## src/hw/rtl/tbps_pkg.sv

```systemverilog
// shared types and constants of the token bucket packet shaper
`default_nettype none

package tbps_pkg;

  localparam int KIND_W = 3;
  localparam int NUM_W  = 16;
  localparam int TOK_W  = 16;

  // result kinds
  localparam logic [KIND_W-1:0] EV_QUEUED     = 3'd0;
  localparam logic [KIND_W-1:0] EV_TOO_BIG    = 3'd1;
  localparam logic [KIND_W-1:0] EV_FULL       = 3'd2;
  localparam logic [KIND_W-1:0] EV_TOKEN_ADD  = 3'd3;
  localparam logic [KIND_W-1:0] EV_TOKEN_DROP = 3'd4;
  localparam logic [KIND_W-1:0] EV_RELEASE    = 3'd5;

  // input command codes
  localparam logic CMD_ARRIVAL = 1'b0;
  localparam logic CMD_TICK    = 1'b1;

  // register map (word index)
  localparam logic REG_BUCKET_DEPTH = 1'b0;

  localparam logic [TOK_W-1:0] DEPTH_RST = 16'd10;

  // releases allowed after one arrival and after one tick
  localparam int REL_W = 5;
  localparam logic [REL_W-1:0] REL_LIMIT_ARRIVAL = 5'd16;
  localparam logic [REL_W-1:0] REL_LIMIT_TICK    = 5'd1;

  // controller to datapath
  typedef struct packed {
    logic accept;   // apply the input transaction
    logic rd_head;  // read the queue head entry
    logic pop_head; // release the head packet
    logic emit;     // load the pending result into the output register
    logic last;     // last flag of the emitted result
  } tbps_cmd_t;

  // datapath to controller
  typedef struct packed {
    logic too_big;      // arriving packet exceeds bucket depth
    logic can_release;  // head entry is covered and a release is allowed
    logic out_free;     // output register can take a result
  } tbps_stat_t;

endpackage

`default_nettype wire

```

## src/hw/rtl/tbps_in_if.sv

```systemverilog
// input channel interface: event transactions
`default_nettype none

interface tbps_in_if;
  logic                         valid;
  logic                         ready;
  logic                         cmd;
  logic [tbps_pkg::TOK_W-1:0]   tokens_needed;

  modport source (output valid, cmd, tokens_needed, input ready);
  modport sink   (input valid, cmd, tokens_needed, output ready);
endinterface

`default_nettype wire

```

## src/hw/rtl/tbps_out_if.sv

```systemverilog
// result channel interface: shaper event transactions
`default_nettype none

interface tbps_out_if;
  logic                          valid;
  logic                          ready;
  logic [tbps_pkg::KIND_W-1:0]   event_kind;
  logic [tbps_pkg::NUM_W-1:0]    packet_number;
  logic [tbps_pkg::TOK_W-1:0]    tokens_left;
  logic                          last;

  modport source (output valid, event_kind, packet_number, tokens_left, last, input ready);
  modport sink   (input valid, event_kind, packet_number, tokens_left, last, output ready);
endinterface

`default_nettype wire

```

## src/hw/rtl/token_bucket_packet_shaper.sv

```systemverilog
// top level of the token bucket packet shaper
//
//   port group   direction  carries
//   in_ch        sink       event: cmd, tokens_needed
//   out_ch       source     result: event_kind, packet_number, tokens_left, last
//   psel..pready apb slave  bucket_depth at byte address 0
//
// an input transaction is taken only in the idle state; a tick or an arrival
// does a queue memory read then a check, again for each released packet; a
// too-big arrival goes straight to the finish step; results wait in one output
// register; a stalled result holds the sequencer at its check or finish step
// rst_n is synchronous: token count, queue pointers and packet counter clear,
// bucket_depth returns to 10; the queue memory is not cleared
`default_nettype none

module token_bucket_packet_shaper #(
  parameter int QUEUE_DEPTH = 16,
  parameter int COUNT_WIDTH = 16
) (
  input  wire          clk,
  input  wire          rst_n,
  tbps_in_if.sink      in_ch,
  tbps_out_if.source   out_ch,
  input  wire          psel,
  input  wire          penable,
  input  wire          pwrite,
  input  wire  [2:0]   paddr,
  input  wire  [31:0]  pwdata,
  output logic [31:0]  prdata,
  output logic         pready
);

  tbps_pkg::tbps_cmd_t  cmd;
  tbps_pkg::tbps_stat_t stat;
  logic                 in_ready;

  // sequencer
  tbps_ctrl u_ctrl (
    .clk      (clk),
    .rst_n    (rst_n),
    .in_valid (in_ch.valid),
    .in_ready (in_ready),
    .stat     (stat),
    .cmd      (cmd)
  );

  assign in_ch.ready = in_ready;

  // datapath
  tbps_datapath #(
    .QUEUE_DEPTH (QUEUE_DEPTH),
    .COUNT_WIDTH (COUNT_WIDTH)
  ) u_dp (
    .clk               (clk),
    .rst_n             (rst_n),
    .cmd               (cmd),
    .stat              (stat),
    .in_cmd            (in_ch.cmd),
    .in_tokens_needed  (in_ch.tokens_needed),
    .out_valid         (out_ch.valid),
    .out_ready         (out_ch.ready),
    .out_event_kind    (out_ch.event_kind),
    .out_packet_number (out_ch.packet_number),
    .out_tokens_left   (out_ch.tokens_left),
    .out_last          (out_ch.last),
    .psel              (psel),
    .penable           (penable),
    .pwrite            (pwrite),
    .paddr             (paddr),
    .pwdata            (pwdata),
    .prdata            (prdata),
    .pready            (pready)
  );

  // release only when the head entry is covered
  a_release_ok: assert property (@(posedge clk) disable iff (!rst_n)
    cmd.pop_head |-> stat.can_release)
    else $error("release without cover");

  // a result never overwrites one still waiting
  a_emit_free: assert property (@(posedge clk) disable iff (!rst_n)
    cmd.emit |-> stat.out_free)
    else $error("result overwritten");

  // input transactions are never taken back to back
  a_accept_gap: assert property (@(posedge clk) disable iff (!rst_n)
    cmd.accept |=> !in_ready)
    else $error("input taken while busy");

  // a release is always paired with emitting the previous result
  a_release_emit: assert property (@(posedge clk) disable iff (!rst_n)
    cmd.pop_head |-> (cmd.emit && !cmd.last))
    else $error("release without emit");

endmodule

`default_nettype wire

```

## src/hw/rtl/tbps_ctrl.sv

```systemverilog
// sequencing state machine of the shaper
`default_nettype none

module tbps_ctrl (
  input  wire                  clk,
  input  wire                  rst_n,
  input  wire                  in_valid,
  output logic                 in_ready,
  input  tbps_pkg::tbps_stat_t stat,
  output tbps_pkg::tbps_cmd_t  cmd
);

  localparam logic [1:0] S_IDLE  = 2'd0;
  localparam logic [1:0] S_READ  = 2'd1;
  localparam logic [1:0] S_CHECK = 2'd2;
  localparam logic [1:0] S_FIN   = 2'd3;

  logic [1:0] state_r;
  logic [1:0] state_nxt;

  // next state and commands
  always_comb begin
    state_nxt   = state_r;
    in_ready    = 1'b0;
    cmd         = '0;
    case (state_r)
      S_IDLE: begin
        in_ready = 1'b1;
        if (in_valid) begin
          cmd.accept = 1'b1;
          state_nxt  = stat.too_big ? S_FIN : S_READ;
        end
      end
      S_READ: begin
        cmd.rd_head = 1'b1;
        state_nxt   = S_CHECK;
      end
      S_CHECK: begin
        if (stat.out_free) begin
          cmd.emit = 1'b1;
          cmd.last = !stat.can_release;
          if (stat.can_release) begin
            cmd.pop_head = 1'b1;
            state_nxt    = S_READ;
          end else begin
            state_nxt = S_IDLE;
          end
        end
      end
      S_FIN: begin
        if (stat.out_free) begin
          cmd.emit  = 1'b1;
          cmd.last  = 1'b1;
          state_nxt = S_IDLE;
        end
      end
      default: begin
        state_nxt = S_IDLE;
      end
    endcase
  end

  // state register
  always_ff @(posedge clk) begin
    if (!rst_n) begin
      state_r <= S_IDLE;
    end else begin
      state_r <= state_nxt;
    end
  end

endmodule

`default_nettype wire

```

## src/hw/rtl/tbps_datapath.sv

```systemverilog
// token count, packet queue, config register and output register
`default_nettype none

module tbps_datapath #(
  parameter int QUEUE_DEPTH = 16,
  parameter int COUNT_WIDTH = 16
) (
  input  wire                               clk,
  input  wire                               rst_n,
  // command and status
  input  tbps_pkg::tbps_cmd_t               cmd,
  output tbps_pkg::tbps_stat_t              stat,
  // input payload
  input  wire                               in_cmd,
  input  wire  [tbps_pkg::TOK_W-1:0]        in_tokens_needed,
  // result side
  output logic                              out_valid,
  input  wire                               out_ready,
  output logic [tbps_pkg::KIND_W-1:0]       out_event_kind,
  output logic [tbps_pkg::NUM_W-1:0]        out_packet_number,
  output logic [tbps_pkg::TOK_W-1:0]        out_tokens_left,
  output logic                              out_last,
  // config port
  input  wire                               psel,
  input  wire                               penable,
  input  wire                               pwrite,
  input  wire  [2:0]                        paddr,
  input  wire  [31:0]                       pwdata,
  output logic [31:0]                       prdata,
  output logic                              pready
);

  localparam int PTR_W  = (QUEUE_DEPTH > 1) ? $clog2(QUEUE_DEPTH) : 1;
  localparam int FILL_W = $clog2(QUEUE_DEPTH + 1);
  localparam int ENT_W  = tbps_pkg::NUM_W + tbps_pkg::TOK_W;

  logic [tbps_pkg::TOK_W-1:0]  depth_r;
  logic [tbps_pkg::TOK_W-1:0]  tokens_r;
  logic [PTR_W-1:0]            head_r;
  logic [PTR_W-1:0]            tail_r;
  logic [FILL_W-1:0]           fill_r;
  logic [COUNT_WIDTH-1:0]      arr_cnt_r;
  logic [tbps_pkg::REL_W-1:0]  rel_left_r;
  logic [ENT_W-1:0]            rd_data_r;
  logic [ENT_W-1:0]            mem [QUEUE_DEPTH];

  logic [tbps_pkg::KIND_W-1:0] pend_kind_r;
  logic [tbps_pkg::NUM_W-1:0]  pend_num_r;
  logic [tbps_pkg::TOK_W-1:0]  pend_tok_r;
  logic                        out_valid_r;

  logic [COUNT_WIDTH-1:0]      arr_cnt_nxt;
  logic [31:0]                 arr_ext;
  logic [tbps_pkg::NUM_W-1:0]  new_num;
  logic                        q_full;
  logic                        cfg_wr;
  logic [tbps_pkg::TOK_W-1:0]  head_need;
  logic [tbps_pkg::TOK_W-1:0]  tok_after_rel;

  assign arr_cnt_nxt   = arr_cnt_r + 1'b1;
  assign arr_ext       = 32'(arr_cnt_nxt);
  assign new_num       = arr_ext[tbps_pkg::NUM_W-1:0];
  assign q_full        = (fill_r == FILL_W'(QUEUE_DEPTH));
  assign head_need     = rd_data_r[tbps_pkg::TOK_W-1:0];
  assign tok_after_rel = tokens_r - head_need;

  // status toward the controller
  assign stat.too_big     = (in_cmd == tbps_pkg::CMD_ARRIVAL) && (in_tokens_needed > depth_r);
  assign stat.can_release = (fill_r != '0) && (head_need <= tokens_r) && (rel_left_r != '0);
  assign stat.out_free    = !out_valid_r || out_ready;

  // config register access
  assign cfg_wr = psel && penable && pwrite && (paddr[2] == tbps_pkg::REG_BUCKET_DEPTH);
  assign pready = 1'b1;
  always_comb begin
    prdata = '0;
    if (paddr[2] == tbps_pkg::REG_BUCKET_DEPTH) begin
      prdata = {16'd0, depth_r};
    end
  end

  always_ff @(posedge clk) begin
    if (!rst_n) begin
      depth_r <= tbps_pkg::DEPTH_RST;
    end else if (cfg_wr) begin
      depth_r <= pwdata[tbps_pkg::TOK_W-1:0];
    end
  end

  // bucket and queue control state
  always_ff @(posedge clk) begin
    if (!rst_n) begin
      tokens_r  <= '0;
      head_r    <= '0;
      tail_r    <= '0;
      fill_r    <= '0;
      arr_cnt_r <= '0;
    end else if (cmd.accept) begin
      if (in_cmd == tbps_pkg::CMD_ARRIVAL) begin
        arr_cnt_r <= arr_cnt_nxt;
        if (!stat.too_big && !q_full) begin
          tail_r <= (tail_r == PTR_W'(QUEUE_DEPTH - 1)) ? '0 : tail_r + 1'b1;
          fill_r <= fill_r + 1'b1;
        end
      end else if (tokens_r < depth_r) begin
        tokens_r <= tokens_r + 1'b1;
      end
    end else if (cmd.pop_head) begin
      tokens_r <= tok_after_rel;
      head_r   <= (head_r == PTR_W'(QUEUE_DEPTH - 1)) ? '0 : head_r + 1'b1;
      fill_r   <= fill_r - 1'b1;
    end
  end

  // pending result and release budget
  always_ff @(posedge clk) begin
    if (cmd.accept) begin
      if (in_cmd == tbps_pkg::CMD_ARRIVAL) begin
        rel_left_r <= tbps_pkg::REL_LIMIT_ARRIVAL;
        pend_num_r <= new_num;
        pend_tok_r <= tokens_r;
        if (stat.too_big) begin
          pend_kind_r <= tbps_pkg::EV_TOO_BIG;
        end else if (q_full) begin
          pend_kind_r <= tbps_pkg::EV_FULL;
        end else begin
          pend_kind_r <= tbps_pkg::EV_QUEUED;
        end
      end else begin
        rel_left_r <= tbps_pkg::REL_LIMIT_TICK;
        pend_num_r <= '0;
        if (tokens_r < depth_r) begin
          pend_kind_r <= tbps_pkg::EV_TOKEN_ADD;
          pend_tok_r  <= tokens_r + 1'b1;
        end else begin
          pend_kind_r <= tbps_pkg::EV_TOKEN_DROP;
          pend_tok_r  <= tokens_r;
        end
      end
    end else if (cmd.pop_head) begin
      rel_left_r  <= rel_left_r - 1'b1;
      pend_kind_r <= tbps_pkg::EV_RELEASE;
      pend_num_r  <= rd_data_r[ENT_W-1:tbps_pkg::TOK_W];
      pend_tok_r  <= tok_after_rel;
    end
  end

  // packet queue memory
  always_ff @(posedge clk) begin
    if (cmd.accept && (in_cmd == tbps_pkg::CMD_ARRIVAL) && !stat.too_big && !q_full) begin
      mem[tail_r] <= {new_num, in_tokens_needed};
    end
    if (cmd.rd_head) begin
      rd_data_r <= mem[head_r];
    end
  end

  // output register
  always_ff @(posedge clk) begin
    if (!rst_n) begin
      out_valid_r <= 1'b0;
    end else if (cmd.emit) begin
      out_valid_r <= 1'b1;
    end else if (out_ready) begin
      out_valid_r <= 1'b0;
    end
  end

  always_ff @(posedge clk) begin
    if (cmd.emit) begin
      out_event_kind    <= pend_kind_r;
      out_packet_number <= pend_num_r;
      out_tokens_left   <= pend_tok_r;
      out_last          <= cmd.last;
    end
  end

  assign out_valid = out_valid_r;

endmodule

`default_nettype wire

```

## src/flat_wrapper.sv

```systemverilog
// flat-port wrapper written by rule: the top's interface ports become plain ports
module token_bucket_packet_shaper_flat 
#(
  parameter int QUEUE_DEPTH = 16,
  parameter int COUNT_WIDTH = 16
)
  (clk, rst_n, psel, penable, pwrite, paddr, pwdata, prdata, pready, in_ch_valid, in_ch_cmd, in_ch_tokens_needed, in_ch_ready, out_ch_valid, out_ch_event_kind, out_ch_packet_number, out_ch_tokens_left, out_ch_last, out_ch_ready);
  tbps_in_if in_ch_i ();
  tbps_out_if out_ch_i ();
  input  wire clk;
  input  wire rst_n;
  input  wire psel;
  input  wire penable;
  input  wire pwrite;
  input  wire  [2:0] paddr;
  input  wire  [31:0] pwdata;
  output logic [31:0] prdata;
  output logic pready;
  input wire logic [$bits(in_ch_i.valid)-1:0] in_ch_valid;
  input wire logic [$bits(in_ch_i.cmd)-1:0] in_ch_cmd;
  input wire logic [$bits(in_ch_i.tokens_needed)-1:0] in_ch_tokens_needed;
  output wire logic [$bits(in_ch_i.ready)-1:0] in_ch_ready;
  output wire logic [$bits(out_ch_i.valid)-1:0] out_ch_valid;
  output wire logic [$bits(out_ch_i.event_kind)-1:0] out_ch_event_kind;
  output wire logic [$bits(out_ch_i.packet_number)-1:0] out_ch_packet_number;
  output wire logic [$bits(out_ch_i.tokens_left)-1:0] out_ch_tokens_left;
  output wire logic [$bits(out_ch_i.last)-1:0] out_ch_last;
  input wire logic [$bits(out_ch_i.ready)-1:0] out_ch_ready;
  assign in_ch_i.valid = in_ch_valid;
  assign in_ch_i.cmd = in_ch_cmd;
  assign in_ch_i.tokens_needed = in_ch_tokens_needed;
  assign in_ch_ready = in_ch_i.ready;
  assign out_ch_valid = out_ch_i.valid;
  assign out_ch_event_kind = out_ch_i.event_kind;
  assign out_ch_packet_number = out_ch_i.packet_number;
  assign out_ch_tokens_left = out_ch_i.tokens_left;
  assign out_ch_last = out_ch_i.last;
  assign out_ch_i.ready = out_ch_ready;
  token_bucket_packet_shaper #(.QUEUE_DEPTH(QUEUE_DEPTH), .COUNT_WIDTH(COUNT_WIDTH)) u_core (.clk(clk), .rst_n(rst_n), .in_ch(in_ch_i), .out_ch(out_ch_i), .psel(psel), .penable(penable), .pwrite(pwrite), .paddr(paddr), .pwdata(pwdata), .prdata(prdata), .pready(pready));
endmodule
```

## config.mk

```make
export PLATFORM = sky130hd
export DESIGN_NAME = token_bucket_packet_shaper_flat
export DESIGN_NICKNAME = d
export VERILOG_FILES = /design/src/hw/rtl/tbps_pkg.sv /design/src/hw/rtl/tbps_in_if.sv /design/src/hw/rtl/tbps_out_if.sv /design/src/hw/rtl/token_bucket_packet_shaper.sv /design/src/hw/rtl/tbps_ctrl.sv /design/src/hw/rtl/tbps_datapath.sv /design/src/flat_wrapper.sv
export SDC_FILE = /design/constraint.sdc
export NUM_CORES = 1
export LEC_CHECK = 0
export BUFFER_PORTS_ARGS = -buffer_cell sky130_fd_sc_hd__buf_2
export CELL_PAD_IN_SITES_DETAIL_PLACEMENT = 1
export CELL_PAD_IN_SITES_GLOBAL_PLACEMENT = 1
export CORE_ASPECT_RATIO = 0.5
export CORE_UTILIZATION = 53
export CTS_CLUSTER_SIZE = 20
export DETAILED_ROUTE_END_ITERATION = 6
export PLACE_DENSITY = 0.81
export SYNTH_ARGS = -nofsm -noshare
export SYNTH_HDL_FRONTEND = slang
export SYNTH_SLANG_ARGS = --single-unit
```

## constraint.sdc

```tcl
create_clock -name clk -period 5.45 [get_ports clk]
set_input_delay 1.09 -clock clk [delete_from_list [all_inputs] [get_ports clk]]
set_output_delay 1.09 -clock clk [all_outputs]
set_load 0.02 [all_outputs]
```

; ---- Word-level counts from Yosys, hierarchy flattened
; Memory sizes are Yosys's and may differ from the RTL's. A register that Yosys moved wholly into a read port is not among the register bits.
; Cells that the tools add are included.
; Widths: inputs -> output; s select.
[totals]
ff_bits = 140
latchBits = 0
ramBits = 512
mem_bits_ro = 0
input_bits = 59
output_inout_bits = 71
wordCells = 109
memories = 1
[op_classes]
add_sub_neg = 8
multipliers = 0
div_mod_pow = 0
magnitude_cmp = 3
eq_ne = 11
shifts = 0
mux = 42
bitwise_logic = 3
n_reduce_logical = 25
[mem_list]
columns = memory, depth, word_bits, rd, rd_clocked_by_memory_dff, wr, line
row1 = u_core.u_dp.mem, 16, 32, 1, 1, 1, tbps_datapath.sv:45  ; logic [ENT_W-1:0] mem [QUEUE_DEPTH];
[op_table]
columns = cell, count
row1 = $mux 16, 8
row2 = $mux 5, 7
row3 = $add 16x1->16 const B, 2
row4 = $gt 16x16->1, 1
row5 = $le 16x16->1, 1
row6 = $lt 16x16->1, 1
row7 = $sub 16x16->16, 1
row8 = $mux 3, 5
row9 = $mux 2, 7
row10 = $mux 1, 11
row11 = $logic_and 1x1->1, 10
row12 = $reduce_bool 5->1, 2
row13 = $sub 5x1->5 const B, 2
row14 = $reduce_and 3->1, 3
row15 = $add 4x1->4 const B, 2
row16 = $eq 4x4->1 const B, 2
row17 = $mux 4, 2
row18 = $pmux 2 s4, 1
row19 = $ne 2x1->1 const B, 3
row20 = $add 5x1->5 const B, 1
row21 = $eq 5x5->1 const B, 1
row22 = $eq 2x2->1 const B, 2
row23 = $logic_not 1->1, 4
row24 = $ne 2x2->1 const B, 2
row25 = other kinds (7), 11

; ---- Longest topological paths before layout
; Gate-level depths: netlist of the first run.
[logic_depth]
word_depth = 8
depth_mapped = 13
depth_no_buf = 10

; ---- Modules after synthesis
; A second synthesis of the first run with hierarchy kept.
[unflattened]
cells_unflattened = 1583
area_unflattened_um2 = 28099.4
[modules_own_cells]
columns = module, n_inst, cells_per_inst, area_per_inst_um2, seq_area_each_um2
row1 = tbps_datapath, 1, 1566, 27980.6, 19859.0
row2 = tbps_ctrl, 1, 17, 118.9, 40.0

; ---- Worst setup path before layout of the first run
; Ideal clock, no wire load.
[synth_path]
kind = in2reg
start = input port in_ch_tokens_needed[1]
end = memory u_core.u_dp.mem[3][0] (netlist bit) (enable)
t_arrival_ns = 4.582
required_time_ns = 4.989
slack_ns = 0.407
cell_stages = 8
n_path_buf = 0
cell_sequence = ha_1 nor2b_1 o211ai_1 a21oi_1 o21ai_1 a221o_1 nand3_1 nor3_1
[synth_between]
elab_chain_cells = 7
[synth_lines]
columns = item, line
row1 = start: declaration, flat_wrapper.sv:21  ; input wire logic [$bits(in_ch_i.tokens_needed)-1:0] in_ch_tokens_needed;
row2 = $gt 16x16->1, tbps_datapath.sv:68  ; assign stat.too_big = (in_cmd == tbps_pkg::CMD_ARRIVAL) && (in_tokens_needed > depth_r);
row3 = $logic_and 1x1->1, tbps_datapath.sv:68
row4 = $logic_not 1->1, tbps_datapath.sv:150  ; if (cmd.accept && (in_cmd == tbps_pkg::CMD_ARRIVAL) && !stat.too_big && !q_full) begin
row5 = $logic_and 1x1->1 (2 in series), tbps_datapath.sv:150
row6 = $mux 1, tbps_datapath.sv:150
row7 = $mux 1 (not written as such), tbps_datapath.sv:151  ; mem[tail_r] <= {new_num, in_tokens_needed};
row8 = end: declaration, tbps_datapath.sv:45
; No other way between the ends.

; ---- Worst setup path in the final report of the first run
[layout_path]
start = input port in_ch_tokens_needed[10]
end = memory u_core.u_dp.mem[9][3] (netlist bit) (enable)
; Same word-level chain as after synthesis.

==> metrics.md, run 1 <==
| Metric | Value |
|---|---|
| Via count | 16200 |
| Cell Area, Synth | 28300 um^2 |
| DIE WIDTH | 329 um |
| Regs by FF count | u_core.u_dp.mem: 512 flops, u_core.u_dp.rd_data_r: 32 flops |
| Clk root buf | clkbuf_16 |
| DRC violations left | 9 |
| Failing checks | DRC, capacitance limit |
| Asr flop ratio synth | 0% |
| Max Buffers Root-to-Sink | 3 |
| Synth warn | 0 |
| Finish-stage setup viols | 0 |
| CTS tree | yes |
| Critical Path Sink Type | flop |
| Maximum clock frequency | 219 MHz |
| # IOs | 130 |
| Initial antenna violation count | 6 |
| Outcome | complete, but fails checks |
| Rel. slew slack | 1.09% |
| Critical path class | in2reg |
| Grt ovf | 0 |
| CP Max Fanout | 23 |
| VDD IR max | 0.000245 V |
| RSZ-0062 raised after global routing | no |
| Worst clock skew | 47.9 ps |
| First-pass iteration count of the detailed router | 7 |
| Post-synth EDFFs | 620 |
| GRT Overall Usage | 29.4% |
| Startpoint Class | input pin |
| Vert. Die Dim | 165 um |
| Initial Util | 54.1% |
| Die area | 54400 um^2 |
| TNS Setup | 0 ps |
| Clk slew on worst S/H paths | 70 ps |
| Via/cell ratio | 6.56 |
| MaxCap Viol Count | 1 |
| IO Port Bufs | 94 |
| Core box area | 52300 um^2 |
| Placed cell areas | 29700 um^2 |
| Row cnt | 59 |
| CTS resizes | 0 |
| Multi-input gate area | 7910 um^2 |
| Max reg flops | 512 |
| Primary FF master, synth | edfxtp_1 |
| Antenna viol nets, final | 0 |
| Final hold violation count | 0 |
| Sink Count | 684 |
| Pwr/cell area | 337 nW/um^2 |
| Gate Count Post-Synth | 1614 |
| Cts hold-fix bufs | 0 |
| Synth cell types | 80 |
| Post-CTS setup buffers | 0 |
| Final Cycle Share | 83.9% |
| Fraction of layout cells with a size suffix above 1 | 23.7% |
| Final setup margin | 879 ps |
| CP arrival | 4900 ps |
| Fin area | 31600 um^2 |
| Vias in the first global route | 17000 |
| Initial DRC Count | 1944 |
| Routability cong. | 0.908 |
| CTS buffer count | 57 |
| Dpl cells | 2371 |
| Most flop-heavy register | u_core.u_dp.mem |
| Post-synthesis area per instance | 17.5 um^2 |
| Worst Hold Class | reg2reg |
| Max Slew Vio Count | 0 |
| H-tree Lvls | 2 |
| P&R area growth vs syn | 11.6% |
| Cell leakage power | 10.2 nW |
| NumNets Final | 1849 |
| Seq cells post-synth | 684 |
| Worst slew pin tran | 1470 ps |
| Wire per inst | 31.6 um |
| Fill cell count | 4558 |
| Register area share after synthesis | 70.3% |
| Reg area | 19900 um^2 |
| Post-layout min period | 4570 ps |
| Largest net degree at the start of global routing | 69 |
| HPWL Detailed | 46.4 mm |
| Worst skew pair latency | 660 ps |
| Worst EP required | 5780 ps |
| DRT Wirelength | 78.2 mm |
| Pre-CTS setup slack | 598 ps |
| Layout Cells excl Fill | 2473 |
| Global-route wire length before repair | 115 mm |
| Antenna diodes | 0 |
| Tot Pwr | 10.6 mW |
[cells in the mapped netlist (all sizes together) (5+ instances only)]
cell type,number,area (um^2)
nor3,20,116
a22o,13,114
nor2,60,228
nand3,29,145
a22oi,5,37.5
ha,59,738
nand2b,8,50.1
a31oi,11,68.8
nor2b,11,68.8
o21a,5,37.5
inv,56,210
xor2,19,166
xnor2,27,236
mux2i,11,110
mux4,160,3600
dfxtp,64,1280
edfxtp,620,18600
a21oi,61,332
and2,9,56.3
o21ai,40,204
o31a,5,43.8
nand4,13,81.3
or3,10,62.6
nand2,106,398
and3,28,190
a21o,11,82.6
o211ai,7,52.6
buf,50,294
clkbuf,39,146
[layout by cell type (no fill, tap or decap), drive strengths merged, types with 7 or more instances in the layout]
cell    instances
mux4          160
nand2b          8
buf           130
inv            57
nor3           20
dfxtp          64
a21oi          61
nor2           60
o21ai          40
conb           17
ha             59
a21o           11
nand4          13
clkinv         19
nor2b          11
and3           28
a22o           13
a31oi          11
clkbuf         77
xor2           19
nand3          29
and2            9
edfxtp        620
or3            10
xnor2          27
nand2         106
mux2i          11
o211ai          7
[worst max-delay path, stage by stage]
cell and delay (ps):
buf_2 250, ha_1 310, a21oi_1 170, o22ai_1 120, nor3_1 280, o31a_1 410
a221oi_2 110, buf_4 200, nor2_1 710, and3_2 930, buf_4 300
[routing by layer]
metal | up-vias | track usage (%) | part of all wire (%)
li1 | 6598 | - | -
met1 | 8411 | 39.5 | 39
met2 | 1026 | 48.6 | 48
met3 | 178 | 6.72 | 10
met4 | 6 | 8.60 | 2.7
met5 | - | 0 | 0.031
[report_power, final]
part           internal, mW  leakage, nW  switching [mW]
Clock                  2.25        0.909            1.93
Sequential             5.82         5.98          0.0603
Combinational         0.180         3.33           0.411
[through the flow]
step	hold WS [ps]	utilization, %
final	423	60.3
after global placement	403	56.7
after CTS	426	60.3
after detailed placement	406	56.7
after global routing	434	60.3
after floorplan	400	-
[cell families after synthesis]
group,after synthesis,synth area share (%)
flip-flops,684,70.3
AND/OR/NAND/NOR,308,5.39
AO/OA/AOI/OAI,196,4.65
multiplexers,172,13.2
buffers and inverters,145,2.30
adder cells (fa/ha/maj),61,2.75
XOR/XNOR,46,1.42
other,2,0.0265
[final cells by class]
type,instances,area share (%)
repair buffers,130,2.58
inverters,56,0.666
clock inverters,25,0.979
well taps,701,2.78
multi-input cells,800,25.0
flip-flops and latches,684,63.0
clock buffers,77,4.92
[worst paths after layout]
kind | startpoint | endpoint | slack (ps) | cells after the start
min | u_core.u_dp.pend_tok_r[3] | u_core.u_dp.out_tokens_left[3] | 420 | 0
min reg2reg | u_core.u_dp.pend_tok_r[3] | u_core.u_dp.out_tokens_left[3] | 420 | 0
max | in_ch_tokens_needed[10] | u_core.u_dp.mem[9][3] | 880 | 11
max reg2reg | u_core.u_dp.depth_r[10] | u_core.u_dp.mem[9][3] | 1000 | 11
Power figures use the tool's default switching activity.
==> run 2: changes to the inputs <==
- clock period: 5.45 -> 4.24 ns (I/O delays scaled with it)
==> run 2 against run 1 <==
Effect of this change:
- the run ends with DRC left
- clock power up 28%
- utilization up 0.44 points
- cell count up 0.61%
- first-iteration DRC count down 7.0%
- critical endpoint is now u_core.u_dp.mem[3][12]
- largest cell class unchanged
==> metrics.md, run 2 (same netlist as run 1, synthesis figures left out) <==
| Metric | Value |
|---|---|
| CP arrival | 4090 ps |
| DRT Wirelength | 80.5 mm |
| Fraction of layout cells with a size suffix above 1 | 24.4% |
| Max reg flops | 512 |
| RSZ-0062 raised after global routing | no |
| Die area | 54400 um^2 |
| TNS Setup | 0 ps |
| Reg area | 19900 um^2 |
| Grt ovf | 0 |
| H-tree Lvls | 2 |
| Vert. Die Dim | 165 um |
| Global-route wire length before repair | 117 mm |
| Cell repeated most along the worst path | buf_4 |
| Most flop-heavy register | u_core.u_dp.mem |
| Final hold violation count | 0 |
| CP max stage delay | 720 ps |
| Outcome | complete, but fails checks |
| Sink Count | 684 |
| Cell leakage power | 10.3 nW |
| Initial DRC Count | 1807 |
| Wire per inst | 32.3 um |
| NumNets Final | 1860 |
| Startpoint Class | flop |
| Maximum clock frequency | 267 MHz |
| Hold Crit Depth | 0 |
| Fin area | 31800 um^2 |
| Slowest CP cell | nor3_4 |
| Worst skew pair latency | 640 ps |
| CTS buffer count | 57 |
| First-pass iteration count of the detailed router | 7 |
| Worst Hold Class | reg2reg |
| CTS tree | yes |
| Final Cycle Share | 88.5% |
| Row cnt | 59 |
| Commonest non-fill, non-tap cell in the layout | edfxtp_1 |
| IO Port Bufs | 94 |
| Worst hold margin | 417 ps |
| CP Max Fanout | 12 |
| Clk root buf | clkbuf_16 |
| Failing checks | DRC |
| Post-CTS setup buffers | 0 |
| Hold path start | u_core.u_dp.pend_tok_r[14] |
| Critical R2R Launch | u_core.u_dp.depth_r[10] |
| Via count | 16300 |
| Pwr/cell area | 429 nW/um^2 |
| Core box area | 52300 um^2 |
| Worst clock skew | 39.0 ps |
| Initial antenna violation count | 2 |
| Via/cell ratio | 6.57 |
| Max Slew Vio Count | 0 |
| Regs by FF count | u_core.u_dp.mem: 512 flops, u_core.u_dp.rd_data_r: 32 flops |
| Cts hold-fix bufs | 0 |
| WP buf/inv | 3 |
| Max Buffers Root-to-Sink | 3 |
| Placed cell areas | 29900 um^2 |
| Vias in the first global route | 17000 |
| Setup slack, reg-to-reg | 490 ps |
| Antenna viol nets, final | 0 |
| Clk slew on worst S/H paths | 80 ps |
| CTS resizes | 0 |
| Worst slew pin tran | 1440 ps |
| Crit-path cells | inv_1, ha_1, a21oi_1, o22ai_1, nor3_1, o31a_1, a221o_1, nand3_1, buf_4, nor3_4, buf_4 |
| P&R area growth vs syn | 12.4% |
| Post-layout min period | 3750 ps |
| Finish-stage setup viols | 0 |
| Worst EP required | 4570 ps |
| Hold path endpoint | u_core.u_dp.out_tokens_left[14] |
| Commonest non-fill, non-tap cells in the layout | edfxtp_1 (620), mux4_2 (160), nand2_1 (106) |
| Multi-input gate area | 7910 um^2 |
| Critical Path Sink Type | flop |
| Critical path class | reg2reg |
| Worst R2R End | u_core.u_dp.mem[3][12] |
| VDD IR max | 0.000341 V |
| GRT Overall Usage | 30.0% |
| DIE WIDTH | 329 um |
| MaxCap Viol Count | 0 |
| Rel. slew slack | 3.34% |
| Top delay family on crit path | compound AO/OA/AOI/OAI gates |
| Routability cong. | 0.856 |
| HPWL Detailed | 46.0 mm |
| # IOs | 130 |
| Fill cell count | 4564 |
| Largest net degree at the start of global routing | 70 |
| R2R cell count | 11 |
| Initial Util | 54.1% |
| DRC violations left | 9 |
==> run 2: cell types whose count changed in the layout (fill, tap and decap cells not counted), sizes merged <==
cell	delta
diode	+1
clkinvlp	+5
clkbuf	-12
inv	+1
buf	+11
bufinv	-1
clkinv	+10
==> run 2: area by class of cell <==
class,instances,area share [%]
flip-flops and latches,684,62.6
multi-input cells,800,24.9
clock buffers,65,4.65
repair buffers,141,3.34
well taps,701,2.76
clock inverters,40,1.14
inverters,56,0.661
diodes,1,0.00787
==> run 2: worst max-delay path by stage <==
stage / startpoint / to / slack, ps / cells past startpoint
finish: u_core.u_dp.depth_r[10] / u_core.u_dp.mem[3][12] / 490 / 11
floorplan: in_ch_tokens_needed[1] / u_core.u_dp.mem[15][0] / 220 / 8
global route: u_core.u_dp.depth_r[15] / u_core.u_dp.mem[3][11] / 300 / 10
global placement: in_ch_tokens_needed[11] / u_core.u_dp.mem[3][14] / 220 / 10
detailed placement: in_ch_tokens_needed[11] / u_core.u_dp.mem[3][14] / 100 / 10
CTS: u_core.u_dp.depth_r[10] / u_core.u_dp.mem[3][12] / 560 / 11
==> run 2: per-stage QoR <==
stage          power, mW  instances  util (%)  setup WS (ps)
5_1_grt             14.0       2488      60.8            296
2_1_floorplan       8.14       1629         -            215
3_3_place_gp        8.38       2380      57.1            215
3_5_place_dp        8.44       2380      57.1            101
4_1_cts             13.7       2485      60.7            559
6_report            13.7       2488      60.8            488
==> run 2: power breakdown <==
part / leakage, nW / switching, mW / internal [mW]
registers: 5.98 / 0.0787 / 7.47
clock network: 0.891 / 2.56 / 2.77
logic: 3.42 / 0.529 / 0.236
total: 10.3 / 3.17 / 10.5
==> run 2: per-layer routing <==
layer / share of wire (%) / up-vias / GRT usage, %
met5: 0 / - / 0
met4: 3.4 / 0 / 10.9
met3: 10 / 199 / 8.09
met2: 48 / 990 / 49.1
met1: 38 / 8540 / 39.1
li1: - / 6618 / -
==> run 3: changes to the inputs <==
- PLACE_DENSITY: 0.81 -> unset
- PLACE_DENSITY_LB_ADDON: unset -> 0.1
==> run 3 against run 2 <==
Effect of this change:
- the flow still finishes with violations (DRC)
- global-route usage shrank 3.3 points
- critical endpoint is now u_core.u_dp.mem[3][16]
- sequential power about the same
- fmax increased by 1.4%
- first-iteration DRC count fell by 30%
- combinational power shrank 0.7%
- cell area is 0.25% higher
- register-to-register slack better by 50 ps
- utilization rose by 0.15 points
==> metrics.md, run 3 (same netlist as run 1, synthesis figures left out) <==
| Metric | Value |
|---|---|
| Worst Hold Class | reg2reg |
| Post-CTS setup buffers | 0 |
| Cell repeated most along the worst path | nand3_1 |
| Slowest CP cell | nor3_4 |
| Antenna diodes | 0 |
| Top delay family on crit path | simple AND/OR/NAND/NOR gates |
| Critical path class | reg2reg |
| Regs by FF count | u_core.u_dp.mem: 512 flops, u_core.u_dp.rd_data_r: 32 flops |
| Initial Util | 54.1% |
| Sink Count | 684 |
| First-pass iteration count of the detailed router | 7 |
| Flop pwr share | 55.6% |
| Post-layout min period | 3700 ps |
| Worst path depth | 9 |
| Clock Power Share | 38.9% |
| P_sw | 3.03 mW |
| Initial DRC Count | 1263 |
| Routability cong. | 0.854 |
| CTS tree | yes |
| R2R cell count | 9 |
| Cts hold-fix bufs | 0 |
| Cell leakage power | 10.3 nW |
| MaxCap Viol Count | 0 |
| GRT Overall Usage | 26.8% |
| DRT Wirelength | 70.8 mm |
| P&R area growth vs syn | 12.7% |
| TNS Setup | 0 ps |
| Comb pwr share | 5.6% |
| Fraction of layout cells with a size suffix above 1 | 24.3% |
| Critical R2R Launch | u_core.u_dp.depth_r[15] |
| Worst hold margin | 416 ps |
| Most flop-heavy register | u_core.u_dp.mem |
| Max reg flops | 512 |
| Commonest non-fill, non-tap cell in the layout | edfxtp_1 |
| Final Cycle Share | 87.2% |
| Endpoint of the worst setup timing path | u_core.u_dp.mem[3][16] |
| Pwr/cell area | 426 nW/um^2 |
| DIE WIDTH | 329 um |
| RSZ-0062 raised after global routing | no |
| Critical Path Sink Type | flop |
| Clk root buf | clkbuf_16 |
| Initial antenna violation count | 3 |
| Grt ovf | 0 |
| Antenna viol nets, final | 0 |
| Crit-path cells | inv_1, ha_1, nand3_1, nor3_1, buf_4, a221o_1, nand3_1, nor3_4, buf_12 |
| Pre-CTS setup slack | 33.7 ps |
| Worst skew pair latency | 640 ps |
| CP arrival | 4030 ps |
| Net Sw Frac | 22.3% |
| Wire per inst | 28.4 um |
| IO Port Bufs | 94 |
| CP max stage delay | 850 ps |
| Commonest non-fill, non-tap cells in the layout | edfxtp_1 (620), mux4_2 (160), nand2_1 (106) |
| Via/cell ratio | 6.21 |
| VDD IR max | 0.000275 V |
| Failing checks | DRC |
| Die area | 54400 um^2 |
| Row cnt | 59 |
| Global-route wire length before repair | 105 mm |
| WP buf/inv | 3 |
| Max Slew Vio Count | 0 |
| Worst EP required | 4570 ps |
| Maximum clock frequency | 270 MHz |
| Setup slack, reg-to-reg | 540 ps |
| CTS resizes | 0 |
| Final setup margin | 541 ps |
| DRC violations left | 5 |
| # IOs | 130 |
| Worst setup path start | u_core.u_dp.depth_r[15] |
| Worst clock skew | 24.8 ps |
| Startpoint Class | flop |
| Core box area | 52300 um^2 |
| H-tree Lvls | 2 |
| CTS buffer count | 58 |
| Cell internal pwr | 10.5 mW |
| NumNets Final | 1867 |
| Outcome | complete, but fails checks |
| Worst R2R End | u_core.u_dp.mem[3][16] |
| Worst slew pin tran | 1330 ps |
| Vias in the first global route | 16400 |
| Largest net degree at the start of global routing | 50 |
| Finish-stage setup viols | 0 |
| Final hold violation count | 0 |
| Fill cell count | 4617 |
| Rel. slew slack | 11.0% |
| Max Buffers Root-to-Sink | 3 |
| Via count | 15500 |
| Vert. Die Dim | 165 um |
| HPWL Detailed | 45.3 mm |
| CP Max Fanout | 19 |
| Clk slew on worst S/H paths | 70 ps |
[run 3: power by group through the flow]
stage | Combinational (mW) | Sequential (mW) | Clock, mW
after detailed placement | 0.755 | 7.69 | 0
after CTS | 0.759 | 7.54 | 5.37
after floorplan | 0.442 | 7.70 | 0
final | 0.760 | 7.54 | 5.27
after global routing | 0.823 | 7.55 | 5.61
after global placement | 0.714 | 7.68 | 0
[run 3: stage by stage]
step | area, um^2 | power (mW) | utilization, % | cells
2_1_floorplan | 28400 | 8.14 | - | 1629
4_1_cts | 31900 | 13.7 | 60.9 | 2494
3_5_place_dp | 30000 | 8.45 | 57.3 | 2388
5_1_grt | 31900 | 14.0 | 60.9 | 2494
3_3_place_gp | 30000 | 8.39 | 57.3 | 2388
6_report | 31900 | 13.6 | 60.9 | 2494
[run 3: worst min path at each step]
stage                                              to                        from  cells after the start  slack [ps]
finish               u_core.u_dp.out_packet_number[6]   u_core.u_dp.pend_num_r[6]                      0         420
global route                    u_core.u_dp.mem[4][9]      in_ch_tokens_needed[9]                      1         410
CTS                             u_core.u_dp.mem[4][9]      in_ch_tokens_needed[9]                      1         400
global placement    u_core.u_dp.out_packet_number[14]  u_core.u_dp.pend_num_r[14]                      0         400
detailed placement  u_core.u_dp.out_packet_number[11]  u_core.u_dp.pend_num_r[11]                      0         410
floorplan               u_core.u_dp.out_event_kind[0]  u_core.u_dp.pend_kind_r[0]                      0         400
[run 3: final cells by class]
type	instances	area, um^2	area share, %
timing repair buffer	147	1140	3.59
inverter	56	210	0.659
clock inverter	32	312	0.977
sequential	684	19900	62.4
tap	701	877	2.75
multi-input combinational	800	7900	24.8
clock buffer	74	1540	4.84
[run 3: metal layers]
layer	global-route usage (%)	routed length, um
met1	37.6	30600
met2	44.0	34500
met3	4.89	4510
met4	6.28	1240
met5	0	0
[run 3: worst register-to-register path, stage by stage, from the launching register on]
cell,delay (ps)
dfxtp_1,360
inv_1,200
ha_1,380
nand3_1,120
nor3_1,490
buf_4,240
a221o_1,250
nand3_1,200
nor3_4,850
buf_12,280
